<file path="src/design/sxed_pkg.sv">
`timescale 1ns / 1ps
// ----------------------------------------------------------------------------
// sxed_pkg: shared types and constants of the STX/LEN/XOR/ETX deframer
// Result word layout, kind and status codes, parser phases, register map.
// ----------------------------------------------------------------------------
package sxed_pkg;

	localparam logic [7:0] MIN_BODY_LEN = 8'd3;

	localparam logic [7:0] START_BYTE_RST = 8'hAA;
	localparam logic [7:0] END_BYTE_RST   = 8'h55;

	localparam int         PADDR_W   = 3;
	localparam logic       REG_START = 1'b0;
	localparam logic       REG_END   = 1'b1;

	typedef enum logic [2:0] {
		PH_HUNT = 3'd0,
		PH_LEN  = 3'd1,
		PH_BODY = 3'd2,
		PH_SUM  = 3'd3,
		PH_END  = 3'd4
	} phase_t;

	typedef enum logic [2:0] {
		KIND_CMD    = 3'd0,
		KIND_SUBCMD = 3'd1,
		KIND_CHAN   = 3'd2,
		KIND_DATA   = 3'd3,
		KIND_STATUS = 3'd4
	} kind_t;

	typedef enum logic [1:0] {
		ST_OK      = 2'd0,
		ST_LEN_ERR = 2'd1,
		ST_SUM_ERR = 2'd2,
		ST_END_ERR = 2'd3
	} stat_t;

	typedef struct packed {
		kind_t      kind;
		logic [7:0] value;
		stat_t      status;
		logic       frame_end;
	} res_t;

endpackage

</file>
<file path="src/design/sxed_front.sv">
`timescale 1ns / 1ps
// ----------------------------------------------------------------------------
// sxed_front: frame parser
// Accepts received bytes, tracks the frame phase, keeps the running XOR and
// emits tagged body words and the closing status word.
// ----------------------------------------------------------------------------
module sxed_front (
	input  logic              clk,
	input  logic              arst_n,
	input  logic              in_fire,
	input  logic [7:0]        rx_byte,
	input  logic [7:0]        start_byte,
	input  logic [7:0]        end_byte,
	output logic              push,
	output sxed_pkg::res_t    push_res
);
	import sxed_pkg::*;

	phase_t     phase_q, phase_d;
	logic [7:0] body_left_q, body_left_d;
	logic [1:0] body_pos_q, body_pos_d;
	logic [7:0] xor_q, xor_d;
	logic       sum_bad_q, sum_bad_d;

	always_ff @(posedge clk or negedge arst_n) begin
		if (!arst_n) begin
			phase_q     <= PH_HUNT;
			body_left_q <= 8'd0;
			body_pos_q  <= 2'd0;
			xor_q       <= 8'd0;
			sum_bad_q   <= 1'b0;
		end else if (in_fire) begin
			phase_q     <= phase_d;
			body_left_q <= body_left_d;
			body_pos_q  <= body_pos_d;
			xor_q       <= xor_d;
			sum_bad_q   <= sum_bad_d;
		end
	end

	always_comb begin
		phase_d       = phase_q;
		body_left_d   = body_left_q;
		body_pos_d    = body_pos_q;
		xor_d         = xor_q;
		sum_bad_d     = sum_bad_q;
		push          = 1'b0;
		push_res.kind      = KIND_STATUS;
		push_res.value     = 8'd0;
		push_res.status    = ST_OK;
		push_res.frame_end = 1'b0;
		case (phase_q)
			PH_LEN: begin
				if (rx_byte < MIN_BODY_LEN) begin
					phase_d            = PH_HUNT;
					push               = in_fire;
					push_res.status    = ST_LEN_ERR;
					push_res.frame_end = 1'b1;
				end else begin
					body_left_d = rx_byte;
					body_pos_d  = 2'd0;
					xor_d       = 8'd0;
					sum_bad_d   = 1'b0;
					phase_d     = (rx_byte == 8'd0) ? PH_SUM : PH_BODY;
				end
			end
			PH_BODY: begin
				push           = in_fire;
				push_res.kind  = kind_t'({1'b0, body_pos_q});
				push_res.value = rx_byte;
				xor_d          = xor_q ^ rx_byte;
				if (body_pos_q != 2'd3)
					body_pos_d = body_pos_q + 2'd1;
				body_left_d = body_left_q - 8'd1;
				if (body_left_d == 8'd0)
					phase_d = PH_SUM;
			end
			PH_SUM: begin
				sum_bad_d = (rx_byte != xor_q);
				phase_d   = PH_END;
			end
			PH_END: begin
				phase_d            = PH_HUNT;
				push               = in_fire;
				push_res.frame_end = 1'b1;
				if (rx_byte != end_byte)
					push_res.status = ST_END_ERR;
				else if (sum_bad_q)
					push_res.status = ST_SUM_ERR;
				else
					push_res.status = ST_OK;
			end
			default: begin
				phase_d = (rx_byte == start_byte) ? PH_LEN : PH_HUNT;
			end
		endcase
	end

	a_status_restarts_hunt: assert property (@(posedge clk) disable iff (!arst_n)
		push && push_res.kind == KIND_STATUS |=> phase_q == PH_HUNT)
		else $error("status word did not restart the hunt");

	a_body_only_in_body: assert property (@(posedge clk) disable iff (!arst_n)
		push && push_res.kind != KIND_STATUS |-> phase_q == PH_BODY && !push_res.frame_end)
		else $error("body word outside body phase");

endmodule

</file>
<file path="src/design/sxed_queue.sv">
`timescale 1ns / 1ps
// ----------------------------------------------------------------------------
// sxed_queue: result word queue
// Short FIFO between the parser and the output stage.
// ----------------------------------------------------------------------------
module sxed_queue #(
	parameter int DEPTH = 4
) (
	input  logic              clk,
	input  logic              arst_n,
	input  logic              push,
	input  sxed_pkg::res_t    push_res,
	input  logic              pop,
	output sxed_pkg::res_t    head_res,
	output logic              empty,
	output logic              full
);
	import sxed_pkg::*;

	localparam int AW = (DEPTH > 1) ? $clog2(DEPTH) : 1;
	localparam int CW = $clog2(DEPTH + 1);

	res_t          mem_q [DEPTH];
	logic [AW-1:0] wr_ptr_q, rd_ptr_q;
	logic [CW-1:0] count_q;

	assign empty    = (count_q == CW'(0));
	assign full     = (count_q == CW'(DEPTH));
	assign head_res = mem_q[rd_ptr_q];

	always_ff @(posedge clk) begin
		if (push)
			mem_q[wr_ptr_q] <= push_res;
	end

	always_ff @(posedge clk or negedge arst_n) begin
		if (!arst_n) begin
			wr_ptr_q <= '0;
			rd_ptr_q <= '0;
			count_q  <= '0;
		end else begin
			if (push)
				wr_ptr_q <= (wr_ptr_q == AW'(DEPTH - 1)) ? '0 : wr_ptr_q + AW'(1);
			if (pop)
				rd_ptr_q <= (rd_ptr_q == AW'(DEPTH - 1)) ? '0 : rd_ptr_q + AW'(1);
			if (push && !pop)
				count_q <= count_q + CW'(1);
			else if (pop && !push)
				count_q <= count_q - CW'(1);
		end
	end

	a_no_overflow: assert property (@(posedge clk) disable iff (!arst_n)
		full && !pop |-> !push)
		else $error("push into full queue");

	a_no_underflow: assert property (@(posedge clk) disable iff (!arst_n)
		empty |-> !pop)
		else $error("pop from empty queue");

endmodule

</file>
<file path="src/design/sxed_back.sv">
`timescale 1ns / 1ps
// ----------------------------------------------------------------------------
// sxed_back: output stage
// Pulls result words from the queue into the master-side output register.
// ----------------------------------------------------------------------------
module sxed_back (
	input  logic              clk,
	input  logic              arst_n,
	input  logic              q_empty,
	input  sxed_pkg::res_t    head_res,
	output logic              pop,
	output logic              m_tvalid,
	input  logic              m_tready,
	output logic [15:0]       m_tdata,
	output logic [2:0]        m_tuser,
	output logic              m_tlast
);
	import sxed_pkg::*;

	logic tvalid_q;
	res_t out_q;

	assign pop = !q_empty && (!tvalid_q || m_tready);

	always_ff @(posedge clk or negedge arst_n) begin
		if (!arst_n)
			tvalid_q <= 1'b0;
		else if (!tvalid_q || m_tready)
			tvalid_q <= !q_empty;
	end

	always_ff @(posedge clk) begin
		if (pop)
			out_q <= head_res;
	end

	assign m_tvalid = tvalid_q;
	assign m_tdata  = {6'd0, out_q.status, out_q.value};
	assign m_tuser  = out_q.kind;
	assign m_tlast  = out_q.frame_end;

	a_load_on_free: assert property (@(posedge clk) disable iff (!arst_n)
		pop |=> tvalid_q)
		else $error("loaded word not presented");

endmodule

</file>
<file path="src/design/stx_len_xor_etx_deframer.sv">
`timescale 1ns / 1ps
// Each result word passes through the result queue, then the output register.
// Throughput: one byte per cycle; s_tready drops only while the result queue
// (FIFO_DEPTH words) is full, so it follows the downstream tready.
// Reset: arst_n clears the parser to hunting, empties the queue, drops
// m_tvalid and restores start_byte to 0xAA and end_byte to 0x55.
// ----------------------------------------------------------------------------
// stx_len_xor_etx_deframer: serial frame deframer
// Parser front end, result queue and output stage, with an APB register port
// for the start and end marker bytes.
// ----------------------------------------------------------------------------
module stx_len_xor_etx_deframer #(
	parameter int FIFO_DEPTH = 4
) (
	input  logic                        clk,
	input  logic                        arst_n,
	input  logic                        s_tvalid,
	output logic                        s_tready,
	input  logic [7:0]                  s_tdata,   // [7:0] rx_byte
	output logic                        m_tvalid,
	input  logic                        m_tready,
	output logic [15:0]                 m_tdata,   // [7:0] value, [9:8] status
	output logic [2:0]                  m_tuser,   // [2:0] kind
	output logic                        m_tlast,
	input  logic                        psel,
	input  logic                        penable,
	input  logic                        pwrite,
	input  logic [sxed_pkg::PADDR_W-1:0] paddr,
	input  logic [31:0]                 pwdata,
	output logic [31:0]                 prdata,
	output logic                        pready
);
	import sxed_pkg::*;

	logic [7:0] start_byte_q, end_byte_q;
	logic       cfg_wr, in_fire, push, pop, q_empty, q_full;
	res_t       push_res, head_res;

	assign pready = 1'b1;
	assign cfg_wr = psel && penable && pwrite && pready;

	always_ff @(posedge clk or negedge arst_n) begin
		if (!arst_n) begin
			start_byte_q <= START_BYTE_RST;
			end_byte_q   <= END_BYTE_RST;
		end else if (cfg_wr) begin
			if (paddr[2] == REG_START)
				start_byte_q <= pwdata[7:0];
			else
				end_byte_q <= pwdata[7:0];
		end
	end

	assign prdata = {24'd0, (paddr[2] == REG_END) ? end_byte_q : start_byte_q};

	assign s_tready = !q_full;
	assign in_fire  = s_tvalid && s_tready;

	sxed_front u_front (
		.clk        (clk),
		.arst_n     (arst_n),
		.in_fire    (in_fire),
		.rx_byte    (s_tdata),
		.start_byte (start_byte_q),
		.end_byte   (end_byte_q),
		.push       (push),
		.push_res   (push_res)
	);

	sxed_queue #(
		.DEPTH (FIFO_DEPTH)
	) u_queue (
		.clk      (clk),
		.arst_n   (arst_n),
		.push     (push),
		.push_res (push_res),
		.pop      (pop),
		.head_res (head_res),
		.empty    (q_empty),
		.full     (q_full)
	);

	sxed_back u_back (
		.clk      (clk),
		.arst_n   (arst_n),
		.q_empty  (q_empty),
		.head_res (head_res),
		.pop      (pop),
		.m_tvalid (m_tvalid),
		.m_tready (m_tready),
		.m_tdata  (m_tdata),
		.m_tuser  (m_tuser),
		.m_tlast  (m_tlast)
	);

endmodule

</file>
<file path="config.mk">
export PLATFORM = sky130hd
export DESIGN_NAME = stx_len_xor_etx_deframer
export DESIGN_NICKNAME = d
export VERILOG_FILES = /design/src/design/sxed_pkg.sv /design/src/design/sxed_front.sv /design/src/design/sxed_queue.sv /design/src/design/sxed_back.sv /design/src/design/stx_len_xor_etx_deframer.sv
export SDC_FILE = /design/constraint.sdc
export NUM_CORES = 1
export LEC_CHECK = 0
export ABC_AREA = 1
export BUFFER_PORTS_ARGS = -buffer_cell sky130_fd_sc_hd__buf_2
export CORE_ASPECT_RATIO = 0.75
export CORE_MARGIN = 3
export CORE_UTILIZATION = 35
export DETAILED_ROUTE_END_ITERATION = 12
export PLACE_DENSITY = 0.62
export SKIP_LAST_GASP = 1
export SLEW_MARGIN = 25
export SYNTH_ARGS = -nofsm -noshare
export SYNTH_HDL_FRONTEND = slang
export SYNTH_SLANG_ARGS = --single-unit
</file>
<file path="constraint.sdc">
create_clock -name clk -period 7.26 [get_ports clk]
set_input_delay 1.452 -clock clk [delete_from_list [all_inputs] [get_ports clk]]
set_output_delay 1.452 -clock clk [all_outputs]
set_load 0.02 [all_outputs]
</file>
== Word level (Yosys, flattened, before mapping) ==
Memories as Yosys holds them, arrays and structs flattened. A register that Yosys moved wholly into a read port is not among the register bits.
Index checks and enable logic that the tools add are counted.

* Reductions and logical operators: 25
* Mux-type cells: 28
* Bitwise logic cells: 2
* Order comparisons: 1
* Equal/unequal tests: 14
* Add/subtract/negate cells: 6

{| class="wikitable"
|+ Operator list
! kind !! number
|-
| 8-bit case mux with 2 select lines || 2
|-
| 8-bit two-way mux || 3
|-
| 8-bit zero test || 2
|-
| 8-bit != test || 2
|-
| 2-bit two-way mux || 7
|-
| 3-bit two-way mux || 4
|-
| 3-bit case mux with 4 select lines || 1
|-
| 11-bit two-way mux || 1
|-
| 8-bit == test || 1
|-
| 8-bit by 2-bit < comparator with 1-bit output, second input constant || 1
|-
| 8-bit by 1-bit subtractor with 8-bit output, second input constant || 1
|-
| 8-bit bitwise XOR || 1
|-
| 2-bit by 1-bit adder with 2-bit output, second input constant || 3
|-
| 3-bit by 2-bit == test with 1-bit output, second input constant || 2
|-
| 3-bit == test, second input constant || 2
|-
| 1-bit logical AND || 6
|-
| 1-bit two-way mux || 6
|-
| 3-bit case mux with 2 select lines || 1
|-
| 2-bit AND reduction || 3
|-
| 3-bit AND reduction || 2
|-
| 2-bit nonzero test || 3
|-
| 1-bit zero test || 5
|-
| 2-bit == test, second input constant || 2
|-
| 2-bit by 1-bit != test with 1-bit output, second input constant || 2
|-
| 11 further kinds || 13
|}

* Memory bits (writable): 56
* Register bits after elaboration: 46
* Logic and storage cells: 88
* Output and inout bits: 55
* Memories kept: 1
* Input port bits: 50

{| class="wikitable"
|+ Memory list
! memory !! words !! width !! rd ports !! clocked after memory_dff !! write ports !! line !! source
|-
| u_queue.mem_q || 4 || 14 || 1 || 1 || 1 || sxed_queue.sv:23 || <nowiki>res_t mem_q [DEPTH];</nowiki>
|}

== Depth between registers and ports, before layout ==
Gate-level depths: netlist of run 1.

* Depth after elaboration: 9
* Gate-level depth with buffers: 14
* Depth with buffers taken out: 13

== Modules after synthesis ==
Synthesis of run 1 repeated with hierarchy kept, for this count alone.

* Cells, all modules: 611
* Area total of the unflattened synthesis: 5864.4 µm²

{| class="wikitable"
|+ Modules (own cells, without submodules)
! module !! area each (µm²) !! instances !! cells each
|-
| sxed_queue || 2655.0 || 1 || 214
|-
| sxed_front || 1724.2 || 1 || 243
|-
| stx_len_xor_etx_deframer || 970.9 || 1 || 128
|-
| sxed_back || 514.2 || 1 || 26
|}

== Worst setup path after synthesis of run 1 ==
No wires, ideal clock.

* Kind: in2out
* Start point: in paddr[2] (netlist bit)
* End point: out prdata[4]
* Cell stages on the path: 2
* Setup slack: 3.671 ns
* Data arrival time: 2.137 ns
* Data required time: 5.808 ns
* Cells stage by stage: clkbuf_1 o21ai_0

* Word-level cells in the longest chain between the ends: 1

{| class="wikitable"
|+ Ends and longest elaborated chain
! what !! line !! source
|-
| start: declaration || stx_len_xor_etx_deframer.sv:28 || <nowiki>input logic [sxed_pkg::PADDR_W-1:0] paddr,</nowiki>
|-
| 8-bit two-way mux || stx_len_xor_etx_deframer.sv:54 || <nowiki>assign prdata = {24'd0, (paddr[2] == REG_END) ? end_byte_q : start_byte_q};</nowiki>
|-
| end: declaration || stx_len_xor_etx_deframer.sv:30 || <nowiki>output logic [31:0] prdata,</nowiki>
|}

Every way passes these cells.

== Worst setup path after layout of run 1 ==
* Start point: in paddr[2] (netlist bit)
* End point: out prdata[2]

The elaborated chain is that of the path after synthesis.

==> results_dict.tcl, run 1 <==
set metrics [dict create \
    grt_pass1_wl_um 19600 \
    yosys.cell_count.top_type "nand2_1" \
    nets 685 \
    crit_required_ns 5.81 \
    synth_top_area_frac 0.368 \
    gp_congestion 0.819 \
    min_period_ns 3.58 \
    crit_chain "buf_2 > o21ai_0 > buf_2" \
    multi_input_area_um2 1930 \
    drtAntennaViolNets 0 \
    swShare 0.361 \
    finalWorstSetupSlack_ns 3.68 \
    ys_top_cells_by_area "edfxtp_1, dfrtp_1, nand2_1" \
    p_switching_uw 977 \
    synth_cells 579 \
    num_io_pins 105 \
    synth_edf_count 70 \
    yosys_warnings 0 \
    post-place-ws_ns 3.57 \
    regArea_um2 3260 \
    status "complete, no violations" \
    cts_resized 0 \
    drc 0 \
    dp_hpwl_um 8130 \
    fin_util 0.422 \
    rsz0062_at_grt "false" \
    antenna_found_initial 0 \
    ys_ff_latch 116 \
    synth-seq-area-share 0.572 \
    fillers 1475 \
    antenna_cells 0 \
    portBuffers 47 \
    async_flop_share 0.397 \
    drt-total-wl_um 12100 \
    die_w_um 153 \
    p_clk_frac 0.323 \
    numClockSinks 116 \
    cp_top_family "buffers and inverters" \
    clock_path_buffers 2 \
    die_h_um 117 \
    seqPwrFrac 0.370 \
    root_buffer "clkbuf_16" \
    dieArea_um2 17900 \
    syn-cell-area_um2 5710 \
    gr-total-overflow 0 \
    slew_viol_final 0 \
    worstMarginPinSlew_ns 0.814 \
    final_layout_size_suffix_gt1_frac 0.190 \
    clock_skew_ns 0.00985 \
    clock_latency_ns 0.41 \
    max_stage_delay_ns 0.28 \
    ir_drop_uv 190 \
    path_depth 3 \
    relSlewSlack 0.457 \
    cts_buffers 17 \
    core_um2 15600 \
    syn_avg_cell_area_um2 9.86 \
    cap_violations 0 \
    grt_use_total 0.142 \
    period_share 0.493 \
    worst_setup_path_end_kind "primary output" \
    synth_top_area_cell "edfxtp_1" \
    dp_cells 811 \
    cp_num_buf_inv 2 \
    path_class "primary input to primary output" \
    ys.flop_type "edfxtp_1" \
    drtIter0Drc 247 \
    cts_max_level 4 \
    wl_per_cell_um 14.4 \
    power_frac_comb 0.307 \
    crit_arrival_ns 2.13 \
    internal_power_mw 1.73 \
    num_rows 39 \
    cts_setup_buffers 0 \
    synth_cell_types 36 \
    start_kind "primary input" \
    cpMostUsedCell "buf_2" \
    initial_utilization 0.365 \
    cts_tree "done" \
    final_cells 843 \
    fin_tns_setup_ns 0 \
    hold_violations 0 \
    slowest_stage "o21ai_0" \
    grt_pass1_vias 3845 \
    fmaxAchievable_ghz 0.279 \
    hold_buffers 0 \
    setup_viol 0 \
    hp-class "register to register" \
    powerDensity_nw_per_um2 411 \
    grt_max_degree 47 \
    path_clk_slew_ns 0.05 \
    ff2ff_path_depth 11 \
    cp_max_fo 14 \
    synth_common_cells "nand2_1, edfxtp_1, o21ai_0" \
    dr.pass1.iters 4 \
    drt-vias-per-instance 4.58 \
    syn2layout_area_growth_pct 15.5 \
    hold_path_depth 2 \
    p_leak_nw 2.89 \
    vias 3863 \
]
## worst paths after layout
path	startpoint	end	slack, ns
max	paddr[2]	prdata[2]	3.68
min	u_front.xor_q[7]	u_front.xor_q[7]	0.50
max reg2reg	u_front.phase_q[1]	u_queue.count_q[1]	4.60
min reg2reg	u_front.xor_q[7]	u_front.xor_q[7]	0.50
max in group asynchronous	arst_n	u_front.xor_q[2]	5.67
min in group asynchronous	arst_n	end_byte_q[1]	1.15
## placed cells by master, fill, tap and decap left out, drive strengths merged
cell type	count
edfxtp	70
buf	53
inv	64
dfstp	8
o22ai	14
o21ai	75
fa	1
xor2	5
and3	1
conb	31
a31oi	1
ha	9
nand2	122
clkinvlp	3
and2	1
nand3	17
nor2	66
clkbuf	19
o31ai	4
nor3	2
nand4	7
clkinv	3
xnor2	17
a21oi	4
dfrtp	38
bufinv	3
## metrics by stage
| step | total power [mW] | area, µm² | hold slack, ns |
|---|---|---|---|
| global placement | 1.80 | 5960 | 0.474 |
| detailed placement | 1.84 | 5960 | 0.489 |
| global route | 2.89 | 6590 | 0.521 |
| CTS | 2.72 | 6580 | 0.499 |
| finish | 2.71 | 6590 | 0.496 |
| floorplan | 1.64 | 5820 | 0.461 |
## cells by family (layout without fill, tap and decap cells)
logic type / count (synthesis) / count (layout) / synth area share
flops: 116 / 116 / 0.572
compound gates: 98 / 98 / 0.0956
simple gates: 216 / 216 / 0.163
buf+inv: 115 / 145 / 0.111
fa+ha+maj: 10 / 10 / 0.0232
xor+xnor: 22 / 22 / 0.0338
other cells: 2 / 31 / 0.00132
## flip-flops by register name, summed over array words and instances (netlist names)
register             count
u_queue.mem_q           56
u_back.m_tdata          10
end_byte_q               8
start_byte_q             8
u_front.body_left_q      8
u_front.xor_q            8
u_back.m_tuser           3
u_front.phase_q          3
u_queue.count_q          3
u_front.body_pos_q       2
u_queue.rd_ptr_q         2
u_queue.wr_ptr_q         2
u_back.m_tlast           1
u_back.m_tvalid          1
u_front.sum_bad_q        1
## area by class of cell
cell class              instances  area share
multi-input cells             377       0.293
inverters                      60      0.0353
flip-flops and latches        116       0.495
well taps                     205      0.0389
repair buffers                 53      0.0425
clock inverters                13      0.0258
clock buffers                  19      0.0687
## routing by layer
metal | wire length (µm) | vias to the layer above | GRT usage
li1 | - | 1935 | -
met1 | 5810 | 1810 | 0.187
met2 | 5470 | 108 | 0.221
met3 | 730 | 10 | 0.0507
met4 | 122 | 0 | 0.0476
met5 | 0 | - | 0
## power by group through the flow
stage | Sequential, mW | Combinational (mW) | Clock, mW
final | 1.00 | 0.829 | 0.875
after global routing | 1.02 | 0.941 | 0.923
after CTS | 1.00 | 0.834 | 0.888
after detailed placement | 1.01 | 0.828 | 0
after global placement | 1.01 | 0.794 | 0
after floorplan | 1.05 | 0.594 | 0
## worst min-delay path, delay by kind of cell (launching register included)
family	cells	cell delay [ns]
simple gates	2	0.11
flops	1	0.35
Note: power is estimated with default switching activity, not from simulation.
==> run 2, diff against run 1 <==
--- a/config.mk
+++ b/config.mk
@@ -5,13 +5,13 @@
 export SDC_FILE = /design/constraint.sdc
 export NUM_CORES = 1
 export LEC_CHECK = 0
-export ABC_AREA = 1
+export ABC_AREA = 0
 export BUFFER_PORTS_ARGS = -buffer_cell sky130_fd_sc_hd__buf_2
 export CORE_ASPECT_RATIO = 0.75
 export CORE_MARGIN = 3
 export CORE_UTILIZATION = 35
 export DETAILED_ROUTE_END_ITERATION = 12
-export PLACE_DENSITY = 0.62
+export PLACE_DENSITY = 0.63
 export SKIP_LAST_GASP = 1
 export SLEW_MARGIN = 25
 export SYNTH_ARGS = -nofsm -noshare
==> constraint.sdc (replaced) <==
create_clock -name clk -period 3.7 [get_ports clk]
set_input_delay 0.74 -clock clk [delete_from_list [all_inputs] [get_ports clk]]
set_output_delay 0.74 -clock clk [all_outputs]
set_load 0.02 [all_outputs]
==> run 2 against run 1 <==
Compared with the run above: flip-flop and latch count stayed put; largest cell class unchanged; clock skew is 0.0010 ns higher; critical endpoint is now u_queue.count_q[2]; count of clock-buffer cells in the layout is 2 lower; power is 97% higher; synthesized area is 1.4% lower; sequential share of layout area is 0.31 points higher; critical path type is now primary input to register; first-iteration DRC count is 13% lower; cell count is 17% lower.
==> results_dict.tcl, run 2 <==
set metrics [dict create \
    num_io_pins 105 \
    ys_top_cells_by_area "edfxtp_1, dfrtp_1, mux2_2" \
    numClockSinks 116 \
    drt-total-wl_um 11200 \
    start_kind "primary input" \
    vias 3334 \
    ff2ff_path_depth 10 \
    initial_utilization 0.364 \
    syn_avg_cell_area_um2 13.2 \
    fmaxAchievable_ghz 0.371 \
    synth-seq-area-share 0.580 \
    die_w_um 152 \
    drtAntennaViolNets 0 \
    grt_use_total 0.132 \
    syn2layout_area_growth_pct 16.4 \
    cts_resized 0 \
    fin_tns_setup_ns 0 \
    cts_max_level 4 \
    grtUsageMet2 0.223 \
    crit_required_ns 4.03 \
    top_register "u_queue.mem_q" \
    hold_violations 0 \
    dieArea_um2 17700 \
    path_clk_slew_ns 0.06 \
    antenna_cells 0 \
    slew_viol_final 0 \
    worst_setup_path_end_kind "register" \
    yosys.cell_count.top_type "edfxtp_1" \
    ir_drop_uv 376 \
    yosys_warnings 0 \
    worstMarginPinSlew_ns 0.752 \
    hp-class "primary input to asynchronous set/reset pin" \
    fin_hold_ws_ns 0.343 \
    hold_buffers 0 \
    grt_max_degree 47 \
    cap_violations 0 \
    gr-usage-met1 0.167 \
    synth_top_area_frac 0.373 \
    root_buffer "clkbuf_16" \
    powerDensity_nw_per_um2 812 \
    crit_arrival_ns 3.03 \
    drc 0 \
    nets 538 \
    mostFrequentLayoutCells "edfxtp_1, buf_2, dfrtp_1, conb_1" \
    drt-vias-per-instance 4.79 \
    core_um2 15500 \
    ys.flop_type "edfxtp_1" \
    synth_edf_count 70 \
    grt_pass1_vias 3440 \
    die_h_um 116 \
    drtIter0Drc 214 \
    status "complete, no violations" \
    clock_latency_ns 0.41 \
    path_class "primary input to register" \
    relSlewSlack 0.499 \
    gr-total-overflow 0 \
    cts_tree "done" \
    largest_register_ff_count 56 \
    dp_hpwl_um 7480 \
    final_layout_size_suffix_gt1_frac 0.305 \
    grt_use_met3 0.0411 \
    setup_viol 0 \
    gp_congestion 0.788 \
    dr.pass1.iters 5 \
    period_share 0.729 \
    cts_buffers 17 \
    cts_setup_buffers 0 \
    num_rows 39 \
    clock_skew_ns 0.0109 \
    async_flop_share 0.397 \
    min_period_ns 2.70 \
    p_leak_nw 2.57 \
    final_common_cell "edfxtp_1" \
    cp_max_fo 8 \
    synth_common_cells "edfxtp_1, dfrtp_1, buf_4" \
    ys_ff_latch 116 \
    synth_cell_types 50 \
    antenna_found_initial 0 \
    synth_cells 427 \
    grt_pass1_wl_um 18100 \
    fillers 1408 \
    portBuffers 47 \
    syn-cell-area_um2 5630 \
    synth_top_area_cell "edfxtp_1" \
    rsz0062_at_grt "false" \
    busiest_layer "met2" \
    wl_per_cell_um 16.0 \
    clock_path_buffers 2 \
]
## run 2: cell types whose count changed after synthesis, sizes merged, moves of 4 or more
cell | previous run | this run
nor4 | 0 | 5
xor2 | 5 | 14
inv | 60 | 11
nand3 | 17 | 2
a21oi | 4 | 15
o22ai | 14 | 2
nand2 | 122 | 15
nor2 | 66 | 30
and2 | 1 | 15
o31ai | 4 | 0
nand2b | 0 | 12
mux2 | 0 | 30
o21ai | 75 | 29
mux4 | 0 | 14
## run 2: stage by stage
stage	power, mW	util	instance area, µm²	std cells	setup WS (ns)
6_report	5.32	0.423	6550	696	1.00
5_1_grt	5.64	0.423	6550	696	0.793
4_1_cts	5.37	0.423	6550	696	0.995
3_5_place_dp	3.75	0.386	5970	664	0.568
3_3_place_gp	3.68	0.386	5960	664	0.649
2_1_floorplan	3.32	-	5740	456	0.889
## run 2: path summary, 6_finish.rpt
kind                                           to  slack (ns)          startpoint
hold reg to reg                 u_front.sum_bad_q        0.49   u_front.sum_bad_q
setup / recovery               u_queue.count_q[2]        1.00          s_tdata[6]
hold / removal             u_front.body_left_q[5]        0.34              arst_n
max in group asynchronous     u_queue.rd_ptr_q[0]        2.90              arst_n
min in group clk                u_front.sum_bad_q        0.49   u_front.sum_bad_q
setup reg to reg               u_queue.count_q[2]        1.35  u_queue.count_q[0]
## run 2: report_power, final
group / switching (mW) / internal, mW / leakage (nW)
clock: 0.605 / 0.993 / 0.275
combinational: 0.846 / 0.711 / 1.09
sequential: 0.347 / 1.81 / 1.20
total: 1.80 / 3.52 / 2.57
## run 2: area by class of cell
type	count	area, µm²	area share
Timing Repair Buffer	55	298	0.0455
Clock inverter	15	156	0.0239
Clock buffer	17	425	0.0649
Inverter	11	41.3	0.00630
Sequential cell	116	3260	0.498
Tap cell	205	256	0.0392
Multi-Input combinational cell	277	2110	0.322
## run 2: metal layers
| layer | vias to the layer above | wire length (µm) |
|---|---|---|
| li1 | 1584 | - |
| met1 | 1652 | 5090 |
| met2 | 93 | 5370 |
| met3 | 5 | 640 |
| met4 | 0 | 58 |
| met5 | - | 0 |
## run 2: cell families (layout without fill, tap and decap cells)
family | after synthesis | in the layout | synth area share
simple gates | 101 | 101 | 0.0983
fa+ha+maj | 10 | 10 | 0.0236
mux | 45 | 45 | 0.118
flops | 116 | 116 | 0.580
xor+xnor | 30 | 30 | 0.0467
other cells | 2 | 31 | 0.00133
buf+inv | 63 | 98 | 0.0656
compound gates | 60 | 60 | 0.0669
## run 2: critical path, stage by stage
cell and delay (ns):
buf_2 0.18, nor4_1 0.36, and2_1 0.20, nand3_1 0.17, a21oi_4 0.25, ha_1 0.23
inv_1 0.06, fa_1 0.37, xor2_1 0.16, nor2_1 0.12, xor2_1 0.18
